$ cat config.mk
export PLATFORM = sky130hd
export DESIGN_NAME = qvr_round_sat
export DESIGN_NICKNAME = d
export VERILOG_FILES = /design/src/hdl/quaternion_vector_rotate_top_assert.svh /design/src/hdl/qvr_pkg.sv /design/src/hdl/qvr_round_sat.sv
export SDC_FILE = /design/constraint.sdc
export NUM_CORES = 1
export LEC_CHECK = 0
export BUFFER_PORTS_ARGS = -buffer_cell sky130_fd_sc_hd__buf_2
export CORE_MARGIN = 1
export CORE_UTILIZATION = 37
export DETAILED_ROUTE_END_ITERATION = 8
export GPL_ROUTABILITY_DRIVEN = 0
export PLACE_DENSITY = 0.86
export RECOVER_POWER = 50
export REMOVE_ABC_BUFFERS = 1
export SYNTH_ARGS = -nofsm -noshare
export SYNTH_HDL_FRONTEND = slang
export SYNTH_SLANG_ARGS = --single-unit
$ cat constraint.sdc
create_clock -name vclk -period 2.5
set_input_delay 0.25 -clock vclk [all_inputs]
set_output_delay 0.25 -clock vclk [all_outputs]
set_load 0.02 [all_outputs]
$ cat src/hdl/quaternion_vector_rotate_top_assert.svh
// ----------------------------------------------------------------------------
// Quaternion vector rotate assertion macros
// Shorthand for the concurrent checks at the end of the top level.
// ----------------------------------------------------------------------------
`ifndef QUATERNION_VECTOR_ROTATE_TOP_ASSERT_SVH
`define QUATERNION_VECTOR_ROTATE_TOP_ASSERT_SVH

// The consequent must hold in the same cycle as the antecedent.
`define QVR_ASSERT_NOW(name, clk, rst, ante, cons) \
   name: assert property (@(posedge clk) disable iff (rst) (ante) |-> (cons)) \
      else $error("quaternion rotate check failed");

// The consequent must hold in the cycle after the antecedent.
`define QVR_ASSERT_NEXT(name, clk, rst, ante, cons) \
   name: assert property (@(posedge clk) disable iff (rst) (ante) |=> (cons)) \
      else $error("quaternion rotate check failed");

`endif

$ cat src/hdl/qvr_pkg.sv
// ----------------------------------------------------------------------------
// Quaternion vector rotate package
// Shared widths, types, constants and multiply helpers.
// ----------------------------------------------------------------------------
package qvr_pkg;

   localparam int COORD_W    = 16;
   localparam int PROD_W     = 2 * COORD_W;       // 16 x 16 product
   localparam int SUM_W      = PROD_W + 2;        // sum of up to four products
   localparam int WIDE_W     = SUM_W + COORD_W;   // second level product
   localparam int ACC_W      = WIDE_W + 2;        // final three-term sum
   localparam int FRAC_SHIFT = 28;
   localparam int RND_W      = ACC_W - FRAC_SHIFT;
   localparam int ROT_MAX    = 32767;
   localparam int ROT_MIN    = -32768;

   typedef logic signed [COORD_W-1:0] coord_type;
   typedef logic signed [PROD_W-1:0]  prod_type;
   typedef logic signed [SUM_W-1:0]   sum_type;
   typedef logic signed [WIDE_W-1:0]  wide_type;
   typedef logic signed [ACC_W-1:0]   acc_type;
   typedef logic signed [RND_W-1:0]   rnd_type;

   localparam acc_type ROUND_HALF = acc_type'(1) <<< (FRAC_SHIFT - 1);

   function automatic prod_type mul_short(input coord_type a, input coord_type b);
      mul_short = prod_type'(a) * prod_type'(b);
   endfunction

   function automatic wide_type mul_wide(input sum_type a, input coord_type b);
      mul_wide = wide_type'(a) * wide_type'(b);
   endfunction

endpackage

$ cat src/hdl/qvr_round_sat.sv
// ----------------------------------------------------------------------------
// Quaternion vector rotate rounding
// Drops the 28 fraction bits with round-half-up and saturates to 16 bits.
// ----------------------------------------------------------------------------
module qvr_round_sat
   import qvr_pkg::*;
(
   input  acc_type   sum,
   output coord_type rot,
   output logic      clip
);

   acc_type biased;
   rnd_type whole;

   always_comb begin
      biased = sum + ROUND_HALF;
      whole  = biased[ACC_W-1:FRAC_SHIFT];
      if (whole > ROT_MAX) begin
         rot  = coord_type'(ROT_MAX);
         clip = 1'b1;
      end else if (whole < ROT_MIN) begin
         rot  = coord_type'(ROT_MIN);
         clip = 1'b1;
      end else begin
         rot  = whole[COORD_W-1:0];
         clip = 1'b0;
      end
   end

endmodule

==> results.rst <==
.. list-table::
   :header-rows: 1

   * - Metric
     - Value
   * - DR vias
     - 1,177
   * - Layout Nets
     - 225
   * - Estimated wirelength of the detail-placed design
     - 1930 um
   * - Share of synthesized area occupied by flip-flops and latches
     - 0%
   * - Final wirelength
     - 3260 um
   * - First-pass GRT wire length
     - 5130 um
   * - Max-cap violations
     - 0
   * - Share of cells above drive strength 1
     - 56.5%
   * - Portion of synthesized cell area occupied by the leading cell type
     - 13.3%
   * - Average cell area after synthesis
     - 6.74 sq um
   * - Maximum fanout encountered on the critical timing path
     - 5
   * - Floorplan die area
     - 0.00196 sq mm
   * - Worst path setup slack after routing
     - -92.7 ps
   * - Layout area overhead
     - 107%
   * - Largest net degree at the start of global routing
     - 16
   * - Area of the core region
     - 0.00159 sq mm
   * - Combined flip-flop and latch cell area
     - 0 sq um
   * - Total inserted antenna cells
     - 0
   * - Top cells by instance count after synthesis
     - 10 x xnor2_1, 10 x xor2_1, 8 x nand2_1, 8 x nand3_1, 8 x o21ai_1
   * - Sw Share
     - 51.4%
   * - Critical path class
     - primary input to output pin
   * - Antenna violations before repair
     - 0
   * - Syn Inst Count
     - 98
   * - Dominant cell type by count on the critical path
     - buf_6
   * - Upper clock frequency limit
     - 386 MHz
   * - Synth Warn #
     - 0
   * - Number of vias per cell after detailed routing
     - 6.07
   * - Type of destination of the critical path
     - output pin
   * - Filler cell count
     - 78
   * - Static Leakage
     - 0.566 nW
   * - Crit-path cells
     - buf_2, and4_4, nand4_4, or4_4, a22o_1, o41a_1, buf_6, o21ai_4, buf_6
   * - RSZ-0062 raised after global routing
     - yes
   * - Fin crit period
     - 2590 ps
   * - Worst setup timing slack at the placement stage
     - -163 ps
   * - Total negative slack
     - -965 ps
   * - Most area-consuming cells after synthesis
     - xnor2_1 13%, xor2_1 13%, nand4_1 6.6%, nand3_1 6.1%, o21ai_1 6.1%
   * - Crit path buf inv count
     - 3
   * - Required time of the critical path
     - 2250 ps
   * - Final number of hold-violating endpoints
     - 0
   * - Number of endpoints failing setup at the final stage
     - 16
   * - Total of clock buffers placed in the layout
     - 0
   * - Flop pwr share
     - 0%
   * - Number of core rows
     - 14
   * - Num sequential
     - 0
   * - Master of the slowest instance on the critical path
     - or4_4
   * - Data arrival, critical path
     - 2340 ps
   * - Startpoint Class
     - primary input
   * - Largest area contributor in the synthesized netlist
     - xnor2_1
   * - Wire per inst
     - 16.8 um
   * - Run status
     - finished, violations left
   * - Pins over their slew limit
     - 0
   * - Delay of the slowest cell on the worst path
     - 530 ps
   * - Violations in the final reports
     - DRC, setup timing
   * - Net switching power figure
     - 0.116 mW
   * - Worst Tran Pin Value
     - 358 ps
   * - First DRT Iteration DRCs
     - 55
   * - Antenna Violating Nets Remaining
     - 0
   * - Detailed-routing iteration count for the pre-antenna-repair pass
     - 6
   * - HP Class
     - primary input to output pin
   * - Floorplan die width
     - 44.3 um
   * - Power share of the clock group
     - 0%
   * - Portion of the clock cycle consumed by the worst path in the final layout
     - 104%
   * - Io pins
     - 69
   * - Hold_buf cts
     - 0
   * - Number of remaining DRC errors
     - 1
   * - Total power per unit cell area
     - 166 mW/mm^2
   * - Family of cells with the greatest summed delay on the critical path
     - simple AND/OR/NAND/NOR gates
   * - Combinational Power Share
     - 100.0%
   * - Area of the mapped netlist
     - 661 sq um
   * - Initial standard-cell utilization of the core
     - 41.4%
   * - Netlist cell types
     - 31
   * - Internal power summed over all cells
     - 0.110 mW
   * - Tightest slew margin relative to the limit
     - 76.0%
   * - All-layer global routing usage
     - 34.7%
   * - IO buf count
     - 42
   * - Max VDD drop
     - 0.000133 V
   * - Number of global-route vias before repair
     - 1,143
   * - Die height
     - 44.3 um
   * - Sum of overflow across all layers after global routing
     - 0
[power by group through the flow]
stage	clock, mW	sequential [mW]	combinational, mW
floorplan	0	0	0.0729
global placement	0	0	0.158
CTS	0	0	0.208
global route	0	0	0.239
detailed placement	0	0	0.163
finish	0	0	0.226
[worst min-delay path, delay by kind of cell]
family | cells | cell delay, ps
buf+inv | 3 | 380
xor+xnor | 1 | 100
[routing by layer]
| layer | wire (um) | GRT usage (%) | share of wire (%) |
|---|---|---|---|
| met5 | 0 | 0 | 0 |
| met4 | 139 | 19.4 | 4.3 |
| met3 | 262 | 3.67 | 8.0 |
| met2 | 1610 | 63.2 | 49 |
| met1 | 1260 | 38.8 | 39 |
[cell type report]
| class | instances | area, sq um | area share [%] |
|---|---|---|---|
| Multi-Input combinational cell | 95 | 736 | 53.9 |
| Inverter | 1 | 3.75 | 0.275 |
| Tap cell | 24 | 30.0 | 2.20 |
| Timing Repair Buffer | 74 | 596 | 43.6 |
[logic make-up after synthesis]
| kind of cell | count (synthesis) | synth area share, % |
|---|---|---|
| mux | 2 | 3.22 |
| simple gates | 50 | 43.9 |
| fa+ha+maj | 1 | 1.89 |
| xor+xnor | 20 | 26.5 |
| compound gates | 22 | 21.6 |
| buf+inv | 3 | 2.84 |
[worst paths after layout]
kind / slack, ps / to / cells past startpoint / start
worst max-delay path: -90 / rot[0] / 9 / sum[36]
worst min-delay path: 990 / rot[15] / 4 / sum[51]
[what timing repair did]
item                       4_1_cts  5_1_grt
pin swaps                       20        2
setup endpoints to repair       16       16
gates cloned                     1        0
setup buffers                    0        2
gates resized for setup         60        6
[layout by cell type (no fill, tap or decap), types with 2 or more instances in the layout]
master   instances
o21ai_2         11
nand3_1          8
nor3_1           5
o31ai_1          2
and3_1           4
o21ai_4          3
nand2_1          8
xor2_1          10
nand4_1          7
xnor2_1         10
buf_6           24
nor2_1           6
buf_2           20
and4_4           3
or4_1            2
buf_4           29
[per-stage QoR]
step	utilization [%]	hold WS, ps	area, sq um	cells	power (mW)
2_1_floorplan	-	665	646	96	0.0729
3_3_place_gp	69.2	952	1100	191	0.158
3_5_place_dp	69.2	964	1100	191	0.163
4_1_cts	82.5	969	1320	192	0.208
5_1_grt	85.6	1010	1370	194	0.239
6_report	85.6	986	1370	194	0.226
No activity file was read; power rests on OpenSTA's default activity.
